`src/hdl/tea_pkg.sv`:
```
// shared types, constants and round function for the tea block cipher
package tea_pkg;

  localparam int unsigned ROUNDS    = 32;
  localparam int unsigned NSTAGES   = 2 * ROUNDS;
  localparam int unsigned WORD_W    = 32;
  localparam int unsigned CFG_IDX_W = 8;
  localparam int unsigned NKEYS     = 4;

  localparam logic [WORD_W-1:0] DELTA = 32'h9e37_79b9;

  // direction codes
  localparam logic MODE_ENC = 1'b0;
  localparam logic MODE_DEC = 1'b1;

  // configuration register indexes
  localparam logic [CFG_IDX_W-1:0] REG_KEY_WORD0 = 8'd0;
  localparam logic [CFG_IDX_W-1:0] REG_KEY_WORD1 = 8'd1;
  localparam logic [CFG_IDX_W-1:0] REG_KEY_WORD2 = 8'd2;
  localparam logic [CFG_IDX_W-1:0] REG_KEY_WORD3 = 8'd3;

  typedef logic [WORD_W-1:0] word_t;

  // 128-bit key, word 0 in the lowest index
  typedef word_t [NKEYS-1:0] key_t;

  // one block in flight plus its direction
  typedef struct packed {
    logic  mode;
    word_t first;
    word_t second;
  } blk_t;

  function automatic word_t mix(word_t x, word_t sum, word_t ka, word_t kb);
    return ((x << 4) + ka) ^ (x + sum) ^ ((x >> 5) + kb);
  endfunction

  // running sum after mult additions of delta, wrapped to 32 bits
  function automatic word_t sum_of(int unsigned mult);
    logic [63:0] p;
    p = 64'(mult) * 64'(DELTA);
    return p[WORD_W-1:0];
  endfunction

endpackage

```
`src/hdl/tea_half_round.sv`:
```
// one pipeline stage: half of a tea round, one word updated
module tea_half_round (
  input  logic                        clk,
  input  logic                        rst_n,
  input  logic                        odd_stage,
  input  logic [tea_pkg::WORD_W-1:0]  sum_enc,
  input  logic [tea_pkg::WORD_W-1:0]  sum_dec,
  input  tea_pkg::key_t               key,
  input  logic                        in_valid,
  output logic                        in_ready,
  input  tea_pkg::blk_t               in_blk,
  output logic                        out_valid,
  input  logic                        out_ready,
  output tea_pkg::blk_t               out_blk
);

  logic                       valid_r;
  tea_pkg::blk_t              blk_r;
  tea_pkg::blk_t              blk_nxt;
  logic                       upd_first;
  logic [tea_pkg::WORD_W-1:0] src;
  logic [tea_pkg::WORD_W-1:0] sum;
  logic [tea_pkg::WORD_W-1:0] ka;
  logic [tea_pkg::WORD_W-1:0] kb;
  logic [tea_pkg::WORD_W-1:0] m;

  // encrypt: even stage updates first, odd updates second; decrypt is mirrored
  assign upd_first = (odd_stage == in_blk.mode);
  assign src       = upd_first ? in_blk.second : in_blk.first;
  assign sum       = (in_blk.mode == tea_pkg::MODE_DEC) ? sum_dec : sum_enc;
  assign ka        = upd_first ? key[0] : key[2];
  assign kb        = upd_first ? key[1] : key[3];
  assign m         = tea_pkg::mix(src, sum, ka, kb);

  always_comb begin
    blk_nxt = in_blk;
    if (upd_first) begin
      blk_nxt.first  = (in_blk.mode == tea_pkg::MODE_DEC) ? in_blk.first - m
                                                          : in_blk.first + m;
    end else begin
      blk_nxt.second = (in_blk.mode == tea_pkg::MODE_DEC) ? in_blk.second - m
                                                          : in_blk.second + m;
    end
  end

  assign in_ready  = !valid_r || out_ready;
  assign out_valid = valid_r;
  assign out_blk   = blk_r;

  always_ff @(posedge clk) begin
    if (!rst_n) begin
      valid_r <= 1'b0;
    end else if (in_ready) begin
      valid_r <= in_valid;
    end
  end

  always_ff @(posedge clk) begin
    if (in_ready && in_valid) begin
      blk_r <= blk_nxt;
    end
  end

endmodule

```
`config.mk`:
```
export PLATFORM = sky130hd
export DESIGN_NAME = tea_half_round
export DESIGN_NICKNAME = d
export VERILOG_FILES = /design/src/hdl/tea_pkg.sv /design/src/hdl/tea_half_round.sv
export SDC_FILE = /design/constraint.sdc
export NUM_CORES = 1
export LEC_CHECK = 0
export ABC_AREA = 1
export BUFFER_PORTS_ARGS = -buffer_cell sky130_fd_sc_hd__buf_2
export CAP_MARGIN = 20
export CORE_MARGIN = 2
export CORE_UTILIZATION = 35
export DETAILED_ROUTE_END_ITERATION = 6
export PLACE_DENSITY = 0.61
export REMOVE_ABC_BUFFERS = 1
export SYNTH_ARGS = -nofsm -noshare
export SYNTH_HDL_FRONTEND = slang
export SYNTH_SLANG_ARGS = --single-unit
```
`constraint.sdc`:
```
create_clock -name clk -period 12.05 [get_ports clk]
set_clock_uncertainty 0.15 [all_clocks]
set_input_delay 1.8075 -clock clk [delete_from_list [all_inputs] [get_ports clk]]
set_output_delay 1.8075 -clock clk [all_outputs]
set_load 0.01 [all_outputs]
```
==> metrics.md <==
| Metric | Value |
|---|---|
| Final Max Slew Viols | 0 |
| Worst hold-check path type | flop to flop |
| Initial DRC Count | 1241 |
| Async set or reset register ratio after synthesis | 0 |
| P&R area growth vs syn | 17.9% |
| Global-route wire length before repair | 91.7 mm |
| Total power draw | 3.04 mW |
| Site Rows | 75 |
| Largest net degree at the start of global routing | 67 |
| CP Buf/Inv Count | 7 |
| Pre-CTS setup slack | 1.95 ns |
| H-tree depth | 3 |
| Fin util | 0.416 |
| CP Launch Type | primary input |
| Routed vias | 18200 |
| Worst Setup End Kind | flop |
| Dpl cells | 3511 |
| Placed cell area | 17000 um2 |
| Sequential area share after synthesis | 0.134 |
| Hpwl dp | 52.0 mm |
| # setup viols final | 0 |
| Max-Cap Viols | 0 |
| WL final | 59.8 mm |
| Total CTS buffers | 9 |
| R2R setup slack | 10.29 ns |
| Drt wl/cell | 17.0 um |
| Port bufs | 328 |
| Min setup slack post-route | 2.28 ns |
| Drt drc | 0 |
| Crit-path max FO | 66 |
| Netlist cell types | 50 |
| Hold WS | 0.398 ns |
| Fin area | 17300 um2 |
| Clk_lat worst skew | 0.35 ns |
| Antenna diodes | 0 |
| Die X | 209 um |
| Initial antenna violation count | 1 |
| Worst r2r dst | out_blk[27] |
| Main flop type after synthesis | edfxtp_1 |
| Status | complete, no violations |
| CTS Sinks | 66 |
| Fillers | 4766 |
| Post_cts resized | 0 |
| EDFF count, synth | 65 |
| Final setup TNS | 0 ns |
| Commonest non-fill, non-tap cells in the layout | nand2_1, buf_2, inv_1, nand3_1, nor2_1 |
| Postcts setup bufs | 0 |
| Yosys warns | 0 |
| Avg Cell Area, Syn | 5.51 um2 |
| Syn Inst Count | 2665 |
| Final nets | 3370 |
| WL met3 | 3.14 mm |
| RSZ-0062 raised after global routing | no |
| CTS tree | built |
| Peak VDD IR | 67.1 uV |
| WHS Path Cells | 2 |
| Tot GR Track Use | 0.270 |
| Worst Tran Pin Value | 0.970 ns |
| Gpl congestion | 0.953 |
| Most common cell after layout, fill and taps aside | nand2_1 |
| Vias in the first global route | 16900 |
| Starting density of the core | 0.353 |
| Relative slew margins | 0.347 |
| Die Area | 43600 um2 |
| Layout cell share with drive strength beyond 1 | 0.148 |
| Hold-fix buffers at CTS | 0 |
| I/O pin count | 329 |
| Total grt overflow | 0 |
| Fin crit share | 0.811 |
| Period minus WS final | 9.77 ns |
| Crit-path most repeated cell | nand2_1 |
| Final hold violations | 0 |
| Hold_sp | out_valid |
| CP peak stage delay | 0.88 ns |
| #FFs+latches synth | 66 |
| DR top layer | met4 |
| Leak pwr | 9.87 nW |
| Clock Tree Buf Depth | 2 |
| Worst Setup Path Type | primary input to flop |
| M1 WL | 28.2 mm |
| Slowest cell on the critical path | o21ai_0 |
| Worst r2r path cells | 2 |
| Delay-heaviest family, CP | compound AO/OA/AOI/OAI gates |
| Synth top area share | 0.275 |
| Pre-antenna DRT Iters | 6 |
| Arrival time of the worst setup path | 9.74 ns |
| Worst Hold End | out_valid |
| Top cells by area, synth | nand2_1, edfxtp_1, ha_1 |
| Req. time, crit path | 12.01 ns |
| Reg2reg start | out_valid |
| Finished Layout Cells | 3527 |
| Fmax | 102 MHz |
| Post-DRT Antenna Nets | 0 |
| Cell area after synthesis | 14700 um2 |
| Dominant cell type by area after synthesis | nand2_1 |
| Chip height | 209 um |
| Met2 wire len | 27.7 mm |
| Core area | 41700 um2 |
| P per Cell Area | 175 nW/um2 |
| Clock Pin Slew Worst Setup and Hold Paths | 0.06 ns |
| Root Driver | clkbuf_16 |
| Vias/cell | 5.16 |
worst max path at each step:
stage	from	endpoint	slack (ns)	cells after the start
after floorplan	in_blk[64]	out_blk[56]	1.80	32
after global placement	in_blk[64]	out_blk[60]	2.03	35
after detailed placement	in_blk[64]	out_blk[60]	1.95	35
after CTS	in_blk[64]	out_blk[60]	2.31	35
after global routing	in_blk[64]	out_blk[60]	1.35	35
final	in_blk[64]	out_blk[60]	2.28	35
kinds of logic after synthesis:
kind of cell | synth area share
AND/OR/NAND/NOR | 0.461
XOR/XNOR | 0.0593
multiplexers | 0.00409
buffers and inverters | 0.0975
adder cells (fa/ha/maj) | 0.108
flip-flops | 0.134
AO/OA/AOI/OAI | 0.136
layout make-up:
cell class	instances	area, um2	share of cell area
Multi-Input combinational cell	2223	11300	0.653
Sequential cell	66	1970	0.114
Timing Repair Buffer	349	1800	0.104
Inverter	334	1250	0.0724
Tap cell	539	674	0.0389
Clock buffer	9	225	0.0130
Clock inverter	7	93.8	0.00542
synthesized netlist by cell type, drive strengths merged (2+ instances only):
| cell type | number |
|---|---|
| a211oi | 2 |
| ha | 122 |
| nor3 | 20 |
| nand3b | 25 |
| nor4 | 2 |
| nor2 | 193 |
| xor2 | 57 |
| xnor3 | 3 |
| o31ai | 4 |
| nand3 | 230 |
| and2 | 5 |
| clkinv | 3 |
| edfxtp | 65 |
| o21a | 9 |
| fa | 3 |
| inv | 331 |
| a21boi | 6 |
| a31oi | 4 |
| o211ai | 2 |
| clkbuf | 21 |
| a21o | 6 |
| nand2 | 1104 |
| or2 | 10 |
| a21oi | 170 |
| mux2i | 6 |
| buf | 21 |
| nand4 | 35 |
| o21bai | 7 |
| xnor2 | 33 |
| o21ai | 159 |
power by group:
group,switching [mW],internal [mW],total (mW)
sequential,0.0145,0.348,0.362
clock,0.111,0.181,0.292
combinational,1.58,0.804,2.38
total,1.70,1.33,3.04
sequential cells by signal, summed over array words and instances, names as in the netlist:
register	cells
out_valid	1
out_blk	65
worst register-to-register path, stage by stage (launching register included):
cell and delay [ns]:
dfxtp_1 0.34, a21oi_4 0.14, buf_4 0.68
per-layer routing:
layer	up-vias	global-route usage
li1	9290	-
met1	8325	0.374
met2	530	0.459
met3	50	0.0240
met4	0	0.0488
met5	-	0
Note: power is estimated with default switching activity, not from simulation.
