## config.mk

```make
export PLATFORM = sky130hd
export DESIGN_NAME = tea_key_regs
export DESIGN_NICKNAME = d
export VERILOG_FILES = /design/src/hdl/tea_pkg.sv /design/src/hdl/tea_key_regs.sv
export SDC_FILE = /design/constraint.sdc
export NUM_CORES = 1
export LEC_CHECK = 0
export BUFFER_PORTS_ARGS = -buffer_cell sky130_fd_sc_hd__buf_2
export CAP_MARGIN = 5
export CORE_ASPECT_RATIO = 1.2
export CORE_MARGIN = 2
export CORE_UTILIZATION = 40
export CTS_CLUSTER_SIZE = 10
export DETAILED_ROUTE_END_ITERATION = 8
export PLACE_DENSITY = 0.67
export SYNTH_ARGS = -nofsm -noshare
export SYNTH_HDL_FRONTEND = slang
export SYNTH_SLANG_ARGS = --single-unit
```

## constraint.sdc

```tcl
create_clock -name clk -period 3.6 [get_ports clk]
set_input_delay 0.36 -clock clk [delete_from_list [all_inputs] [get_ports clk]]
set_output_delay 0.36 -clock clk [all_outputs]
set_load 0.01 [all_outputs]
```

## src/hdl/tea_pkg.sv

```systemverilog
// shared types, constants and round function for the tea block cipher
package tea_pkg;

  localparam int unsigned ROUNDS    = 32;
  localparam int unsigned NSTAGES   = 2 * ROUNDS;
  localparam int unsigned WORD_W    = 32;
  localparam int unsigned CFG_IDX_W = 8;
  localparam int unsigned NKEYS     = 4;

  localparam logic [WORD_W-1:0] DELTA = 32'h9e37_79b9;

  // direction codes
  localparam logic MODE_ENC = 1'b0;
  localparam logic MODE_DEC = 1'b1;

  // configuration register indexes
  localparam logic [CFG_IDX_W-1:0] REG_KEY_WORD0 = 8'd0;
  localparam logic [CFG_IDX_W-1:0] REG_KEY_WORD1 = 8'd1;
  localparam logic [CFG_IDX_W-1:0] REG_KEY_WORD2 = 8'd2;
  localparam logic [CFG_IDX_W-1:0] REG_KEY_WORD3 = 8'd3;

  typedef logic [WORD_W-1:0] word_t;

  // 128-bit key, word 0 in the lowest index
  typedef word_t [NKEYS-1:0] key_t;

  // one block in flight plus its direction
  typedef struct packed {
    logic  mode;
    word_t first;
    word_t second;
  } blk_t;

  function automatic word_t mix(word_t x, word_t sum, word_t ka, word_t kb);
    return ((x << 4) + ka) ^ (x + sum) ^ ((x >> 5) + kb);
  endfunction

  // running sum after mult additions of delta, wrapped to 32 bits
  function automatic word_t sum_of(int unsigned mult);
    logic [63:0] p;
    p = 64'(mult) * 64'(DELTA);
    return p[WORD_W-1:0];
  endfunction

endpackage

```

## src/hdl/tea_key_regs.sv

```systemverilog
// key configuration registers of the tea block cipher
module tea_key_regs (
  input  logic                           clk,
  input  logic                           rst_n,
  input  logic                           cfg_valid,
  output logic                           cfg_ready,
  input  logic [tea_pkg::CFG_IDX_W-1:0]  cfg_index,
  input  logic [tea_pkg::WORD_W-1:0]     cfg_data,
  output tea_pkg::key_t                  key
);

  tea_pkg::key_t key_r;
  tea_pkg::key_t key_nxt;

  assign cfg_ready = 1'b1;
  assign key       = key_r;

  always_comb begin
    key_nxt = key_r;
    if (cfg_valid) begin
      unique case (cfg_index)
        tea_pkg::REG_KEY_WORD0: key_nxt[0] = cfg_data;
        tea_pkg::REG_KEY_WORD1: key_nxt[1] = cfg_data;
        tea_pkg::REG_KEY_WORD2: key_nxt[2] = cfg_data;
        tea_pkg::REG_KEY_WORD3: key_nxt[3] = cfg_data;
        default:                key_nxt    = key_r;
      endcase
    end
  end

  always_ff @(posedge clk) begin
    if (!rst_n) begin
      key_r <= '0;
    end else begin
      key_r <= key_nxt;
    end
  end

endmodule

```

==> reports/summary.json, run 1 <==
{
  "max_slew.worst_pin.slew": {"value": 0.8071, "unit": "ns"},
  "synth_top_family_by_area": {"value": "multiplexers"},
  "worst-setup-path-type": {"value": "input pin to register"},
  "clk_pin_slew": {"value": 0.05, "unit": "ns"},
  "hpwlAfterDp": {"value": 7855, "unit": "um"},
  "synthesized_flop_and_latch_total": {"value": 128},
  "die-area": {"value": 12820, "unit": "um2"},
  "post_cts.resized_instances": {"value": 0},
  "cp.required": {"value": 3.91, "unit": "ns"},
  "number_of_top_level_pins": {"value": 172},
  "worst_slew_margin_rel": {"value": 46.11, "unit": "%"},
  "synth_top_cells_by_count": {"value": "nand2_1 (160), dfxtp_1 (128), mux2i_1 (128)"},
  "synthAdderAreaFrac": {"value": 0, "unit": "%"},
  "synth_sequential_area_ratio": {"value": 53.71, "unit": "%"},
  "post-synth-top-area-cell": {"value": "dfxtp_1"},
  "sequentialPowerShare": {"value": 44.9, "unit": "%"},
  "clock_power_share": {"value": 52.1, "unit": "%"},
  "synth_area": {"value": 4771, "unit": "um2"},
  "htree_levels": {"value": 4},
  "synth_cell_types": {"value": 15},
  "drt_drc_violations_left": {"value": 0},
  "synthMuxAreaShare": {"value": 26.86, "unit": "%"},
  "grt_first_pass_wirelength": {"value": 18240, "unit": "um"},
  "placement.setup.worst_slack": {"value": 1.490, "unit": "ns"},
  "largest_register_ff_count": {"value": 128},
  "cts_tree": {"value": "yes"},
  "synth_xor_xnor_area_share": {"value": 0, "unit": "%"},
  "globalRouteOverflowTotal": {"value": 0},
  "grt_start_max_net_pins": {"value": 85},
  "postSynthAreaPerCell": {"value": 10.49, "unit": "um2"},
  "grt_overall_usage": {"value": 18.00, "unit": "%"},
  "cts_inserted_buffers": {"value": 17},
  "synth_flop_cell": {"value": "dfxtp_1"},
  "postSynth.asyncResetShare": {"value": 0, "unit": "%"},
  "hold_start": {"value": "cfg_data[24]"},
  "detail_route.wl_per_cell": {"value": 14.60, "unit": "um"},
  "worst_setup_path_end_kind": {"value": "register"},
  "max_freq": {"value": 589.8, "unit": "MHz"},
  "synthMostInstantiatedCell": {"value": "nand2_1"},
  "power_per_cell_area": {"value": 508.5, "unit": "nW/um2"},
  "reg2reg_from": {"value": "key[75]"},
  "drt-initial-drc-count": {"value": 89},
  "netSwitchingPower": {"value": 636.0, "unit": "uW"},
  "internal_power": {"value": 2528, "unit": "uW"},
  "die_width": {"value": 103.7, "unit": "um"},
  "rsz_0062_raised_after_global_routing": {"value": "false"},
  "setup_total_negative_slack": {"value": 0, "unit": "ns"},
  "finalSetupViolCount": {"value": 0},
  "netlist_top_cells_area": {"value": "dfxtp_1 (54%), mux2i_1 (27%), nand2_1 (13%)"},
  "io_buffers": {"value": 170},
  "viasPerCell": {"value": 4.669},
  "netlist.area_leader.share": {"value": 53.71, "unit": "%"},
  "worstPathArrival": {"value": 2.00, "unit": "ns"},
  "clock_path_buffers": {"value": 2},
  "dr_total_vias": {"value": 3665},
  "finalCriticalPeriod": {"value": 1.696, "unit": "ns"},
  "clock_tree.root_cell": {"value": "clkbuf_16"},
  "report.final.hold_viol_count": {"value": 0},
  "fin_nets": {"value": 661},
  "worst-path-max-fanout": {"value": 32},
  "mappedNetlistNets": {"value": 498},
  "totalWireLength": {"value": 11460, "unit": "um"},
  "status": {"value": "finished clean"},
  "r2r_setup_slack": {"value": 2.96, "unit": "ns"},
  "postRouteAntennaNets": {"value": 0},
  "worstSetupStartpoint": {"value": "cfg_index[6]"},
  "first_global_vias": {"value": 3535},
  "max_cap_violations": {"value": 0},
  "clock-sinks": {"value": 128},
  "dieHeight": {"value": 123.6, "unit": "um"},
  "clock_latency": {"value": 0.40, "unit": "ns"},
  "synth_cells": {"value": 455},
  "combPwrFrac": {"value": 3.0, "unit": "%"},
  "timing.final.max_slew_violations": {"value": 0},
  "worstHoldPathType": {"value": "input pin to register"},
  "yosys.area_share.simple": {"value": 14.45, "unit": "%"},
  "grt_antenna_before_repair": {"value": 0},
  "synth_enable_flop_cells": {"value": 0},
  "core_region_area": {"value": 11620, "unit": "um2"},
  "power": {"value": 3164, "unit": "uW"},
  "cts_hold_repair.buffers": {"value": 0},
  "netSwitchingFraction": {"value": 20.10, "unit": "%"},
  "syn_to_final_growth": {"value": 30.45, "unit": "%"},
  "final_clock_period_utilization_by_the_worst_path": {"value": 47.10, "unit": "%"},
  "setup.worst_path.start_class": {"value": "input pin"},
  "layout_setup_ws": {"value": 1.904, "unit": "ns"},
  "initial_core_util": {"value": 41.05, "unit": "%"},
  "routability_driven_placement_congestion_ratio": {"value": 0.7633},
  "timing.clock.skew": {"value": 0, "unit": "ns"},
  "cts_setup_buffers": {"value": 0},
  "synth_compound_gate_area_share": {"value": 0, "unit": "%"},
  "vdd_drop_max": {"value": 0.0002542, "unit": "V"},
  "num_rows": {"value": 43},
  "drt_pre_antenna_iters": {"value": 4},
  "p_leak": {"value": 0.003469, "unit": "uW"},
  "layout-drive-gt1-share": {"value": 33.28, "unit": "%"},
  "antennaDiodeCount": {"value": 0},
  "yosys_warnings": {"value": 0}
}
-- metal layers --
metal  global-route usage, %  up-vias  share of wire, %
li1                        -     1820                 -
met1                   21.84     1720                44
met2                   29.84      110                48
met3                   6.227       15               6.3
met4                   6.757        0               1.5
met5                       0        -                 0
-- power by group through the flow --
stage | sequential, uW | combinational, uW | clock, uW
floorplan | 1450 | 52.1 | 0
global placement | 1450 | 93.5 | 0
detailed placement | 1450 | 95.9 | 0
CTS | 1420 | 96.5 | 1680
global route | 1420 | 105 | 1740
finish | 1420 | 94.8 | 1650
-- critical path: stages --
cell	delay (ns)
buf_2	0.11
nor4b_4	0.43
nand4b_4	0.71
mux2i_1	0.37
-- area by class of cell --
cell class | instances | area (um2)
fillers | 1098 | 5398
flip-flops and latches | 128 | 2562
clock inverters | 6 | 82.58
repair buffers | 176 | 910.9
clock buffers | 23 | 488.0
multi-input cells | 295 | 1983
well taps | 157 | 196.4
-- logic make-up (layout without fill, tap and decap cells) --
logic type,count (synthesis),count (layout)
multiplexers,128,128
buffers and inverters,32,205
AND/OR/NAND/NOR,166,166
other,1,1
flip-flops,128,128
-- metrics by stage --
step           cell area (um2)  util (%)  instances  hold WS (ns)
3_3_place_gp              5653     48.64        756        0.4411
3_5_place_dp              5653     48.64        756        0.4426
4_1_cts                   6223     53.55        785        0.2691
2_1_floorplan             4771         -        455        0.4790
6_report                  6223     53.55        785        0.2856
5_1_grt                   6223     53.55        785        0.2890
-- cells in the final DEF, fill, tap and decap left out, drive strengths merged, types with 2 or more instances in the layout --
cell    synthesis  final
mux2i         128    128
clkinv          0      3
nand4b          2      2
bufinv          0      2
clkbuf         16     23
dfxtp         128    128
buf            16    176
nand2         160    160
-- path summary, 6_finish.rpt --
path	endpoint	cells after the start
hold reg to reg	key[18]	2
hold / removal	key[120]	3
setup / recovery	key[83]	4
setup reg to reg	key[75]	2
No activity file was read; power rests on OpenSTA's default activity.
==> run 2: changes to the inputs <==
--- a/config.mk
+++ b/config.mk
@@ -12,7 +12,7 @@
 export CORE_UTILIZATION = 40
 export CTS_CLUSTER_SIZE = 10
 export DETAILED_ROUTE_END_ITERATION = 8
-export PLACE_DENSITY = 0.67
+export PLACE_DENSITY = 0.69
 export SYNTH_ARGS = -nofsm -noshare
 export SYNTH_HDL_FRONTEND = slang
 export SYNTH_SLANG_ARGS = --single-unit
==> constraint.sdc (replaced) <==
create_clock -name clk -period 1.45 [get_ports clk]
set_input_delay 0.145 -clock clk [delete_from_list [all_inputs] [get_ports clk]]
set_output_delay 0.145 -clock clk [all_outputs]
set_load 0.01 [all_outputs]
==> reports/summary.json, run 2 (synthesis results as in run 1) <==
{
  "fin_nets": {"value": 677, "change": "+2.4%"},
  "met1Wirelength": {"value": 5036, "unit": "um", "change": "+0.48%"},
  "first_global_vias": {"value": 3697, "change": "+4.6%"},
  "routability_driven_placement_congestion_ratio": {"value": 0.7971, "change": "+4.4%"},
  "final-instance-count-excl-fill": {"value": 804, "change": "+2.4%"},
  "cts_inserted_buffers": {"value": 17, "change": "unchanged"},
  "finalSetupViolCount": {"value": 0, "change": "unchanged"},
  "io_buffers": {"value": 170, "change": "unchanged"},
  "drt_pre_antenna_iters": {"value": 4, "change": "unchanged"},
  "largest_register_ff_count": {"value": 128, "change": "unchanged"},
  "layout.core_utilization": {"value": 56.10, "unit": "%", "change": "+2.6 points"},
  "globalRouteOverflowTotal": {"value": 0, "change": "unchanged"},
  "reg2reg_to": {"value": "key[16]"},
  "rsz_0062_raised_after_global_routing": {"value": "false"},
  "num_rows": {"value": 43, "change": "unchanged"},
  "clk_pin_slew": {"value": 0.06, "unit": "ns", "change": "about the same"},
  "die_width": {"value": 103.7, "unit": "um", "change": "unchanged"},
  "power_per_cell_area": {"value": 1310, "unit": "nW/um2", "change": "+160%"},
  "filler_cell_count": {"value": 1055, "change": "-3.9%"},
  "worst_setup_path_end_kind": {"value": "register"},
  "grt_antenna_before_repair": {"value": 2, "change": "+2"},
  "worstHoldEndpoint": {"value": "key[36]"},
  "postRouteAntennaNets": {"value": 0, "change": "unchanged"},
  "syn_to_final_growth": {"value": 36.66, "unit": "%"},
  "viasPerCell": {"value": 4.698, "change": "+0.62%"},
  "dr_total_vias": {"value": 3777, "change": "+3.1%"},
  "report.final.hold_viol_count": {"value": 0, "change": "unchanged"},
  "initial_core_util": {"value": 41.05, "unit": "%", "change": "unchanged"},
  "timing.final.max_slew_violations": {"value": 0, "change": "unchanged"},
  "worst-path-max-fanout": {"value": 20, "change": "-38%"},
  "layout-drive-gt1-share": {"value": 35.55, "unit": "%", "change": "+2.3 points"},
  "reg2reg_from": {"value": "key[16]"},
  "cp.required": {"value": 1.78, "unit": "ns", "change": "-2.13 ns"},
  "max_cap_violations": {"value": 0, "change": "unchanged"},
  "detailed_place.area": {"value": 5853, "unit": "um2", "change": "+3.5%"},
  "power": {"value": 8542, "unit": "uW", "change": "+170%"},
  "min_path_cells": {"value": 3, "change": "unchanged"},
  "status": {"value": "finished clean"},
  "setup.worst_path.start_class": {"value": "input pin"},
  "detail_route.wl_per_cell": {"value": 14.80, "unit": "um", "change": "+1.4%"},
  "max_freq": {"value": 933.8, "unit": "MHz"},
  "worst-setup-path-type": {"value": "input pin to register"},
  "clock_latency": {"value": 0.41, "unit": "ns", "change": "about the same"},
  "clock-sinks": {"value": 128, "change": "unchanged"},
  "clock_path_buffers": {"value": 2, "change": "unchanged"},
  "timing.clock.skew": {"value": 0, "unit": "ns", "change": "unchanged"},
  "dr_wl_met2": {"value": 5745, "unit": "um", "change": "+3.5%"},
  "number_of_top_level_pins": {"value": 172, "change": "unchanged"},
  "cts_hold_repair.buffers": {"value": 0, "change": "unchanged"},
  "highest_layer": {"value": "met5"},
  "layout.cell_area.non_filler": {"value": 6520, "unit": "um2", "change": "+4.8%"},
  "cts_setup_buffers": {"value": 0, "change": "unchanged"},
  "dieHeight": {"value": 123.6, "unit": "um", "change": "unchanged"},
  "core_region_area": {"value": 11620, "unit": "um2", "change": "unchanged"},
  "worstPathArrival": {"value": 1.40, "unit": "ns", "change": "-0.60 ns"},
  "fin_hold_ws": {"value": 0.06669, "unit": "ns", "change": "-0.2189 ns"},
  "totalWireLength": {"value": 11900, "unit": "um", "change": "+3.8%"},
  "grt_start_max_net_pins": {"value": 64, "change": "-25%"},
  "drt-initial-drc-count": {"value": 88, "change": "-1.1%"},
  "drt_drc_violations_left": {"value": 0, "change": "unchanged"},
  "hpwlAfterDp": {"value": 8650, "unit": "um", "change": "+10%"},
  "post_cts.resized_instances": {"value": 0, "change": "unchanged"},
  "grt_overall_usage": {"value": 18.96, "unit": "%", "change": "+0.96 points"},
  "layout_commonest_cell": {"value": "buf_2"},
  "htree_levels": {"value": 4, "change": "unchanged"},
  "antennaDiodeCount": {"value": 0, "change": "unchanged"},
  "finalCriticalPeriod": {"value": 1.071, "unit": "ns"},
  "grt_first_pass_wirelength": {"value": 18980, "unit": "um", "change": "+4.1%"},
  "wl_met3": {"value": 895, "unit": "um", "change": "+24%"},
  "hold_start": {"value": "cfg_data[4]"},
  "placed_cells_incl_taps": {"value": 772, "change": "+2.1%"},
  "final_clock_period_utilization_by_the_worst_path": {"value": 73.85, "unit": "%"},
  "p_leak": {"value": 0.003619, "unit": "uW", "change": "+4.3%"},
  "rr_worst_depth": {"value": 2, "change": "unchanged"},
  "cts_tree": {"value": "yes"},
  "worstHoldPathType": {"value": "input pin to register"},
  "mostFrequentLayoutCells": {"value": "buf_2 (169), nand2_1 (160), mux2i_1 (128), dfxtp_1 (128)"},
  "die-area": {"value": 12820, "unit": "um2", "change": "unchanged"},
  "vdd_drop_max": {"value": 0.0006011, "unit": "V", "change": "+140%"},
  "r2r_setup_slack": {"value": 0.78, "unit": "ns", "change": "-2.18 ns"},
  "clock_tree.root_cell": {"value": "clkbuf_16"}
}
-- run 2: cell types whose count changed in the layout (fill, tap and decap cells not counted), moves of 2 or more --
cell       delta
clkinv_4      +3
bufinv_16     +4
clkbuf_8      -4
buf_12        +5
clkbuf_1      -2
buf_4        +11
-- run 2: metrics by stage --
stage,setup slack (ns),setup TNS (ns)
after CTS,0.3791,0
final,0.3792,0
after global placement,0.04754,0
after detailed placement,-0.01471,-0.03156
after global routing,0.3153,0
after floorplan,0.1696,0
-- run 2: worst max-delay path, stage by stage --
cell and delay [ns]:
buf_2 0.11, nor4b_4 0.33, and4bb_2 0.35, buf_12 0.21
mux2i_1 0.24
-- run 2: where the power goes --
part	total, uW	internal (uW)	switching (uW)
logic	266	98.3	168
registers	3530	3520	2.33
clock network	4750	3210	1540
total	8540	6830	1710
-- run 2: cell type report --
type                       instances  area [um2]  share of cell area [%]
timing repair buffer             192        1094                   16.77
clock inverter                    15       241.5                   3.704
tap                              157       196.4                   3.013
sequential                       128        2562                   39.30
multi-input combinational        295        2001                   30.69
clock buffer                      17       425.4                   6.525
-- run 2: layer usage --
| metal | vias up | global-route usage (%) |
|---|---|---|
| met2 | 126 | 31.58 |
| met3 | 20 | 7.535 |
| li1 | 1861 | - |
| met1 | 1766 | 22.20 |
| met4 | 4 | 7.348 |
| met5 | - | 0 |
-- run 2: worst max path at each step --
stage                     slack (ns)    startpoint      end  cells past startpoint
after floorplan                 0.17  cfg_index[6]   key[0]                      5
after global placement          0.05  cfg_index[6]  key[31]                      5
after detailed placement       -0.01  cfg_index[6]  key[22]                      5
after CTS                       0.38       key[72]  key[72]                      1
after global routing            0.32  cfg_index[6]  key[16]                      5
final                           0.38  cfg_index[6]  key[16]                      5
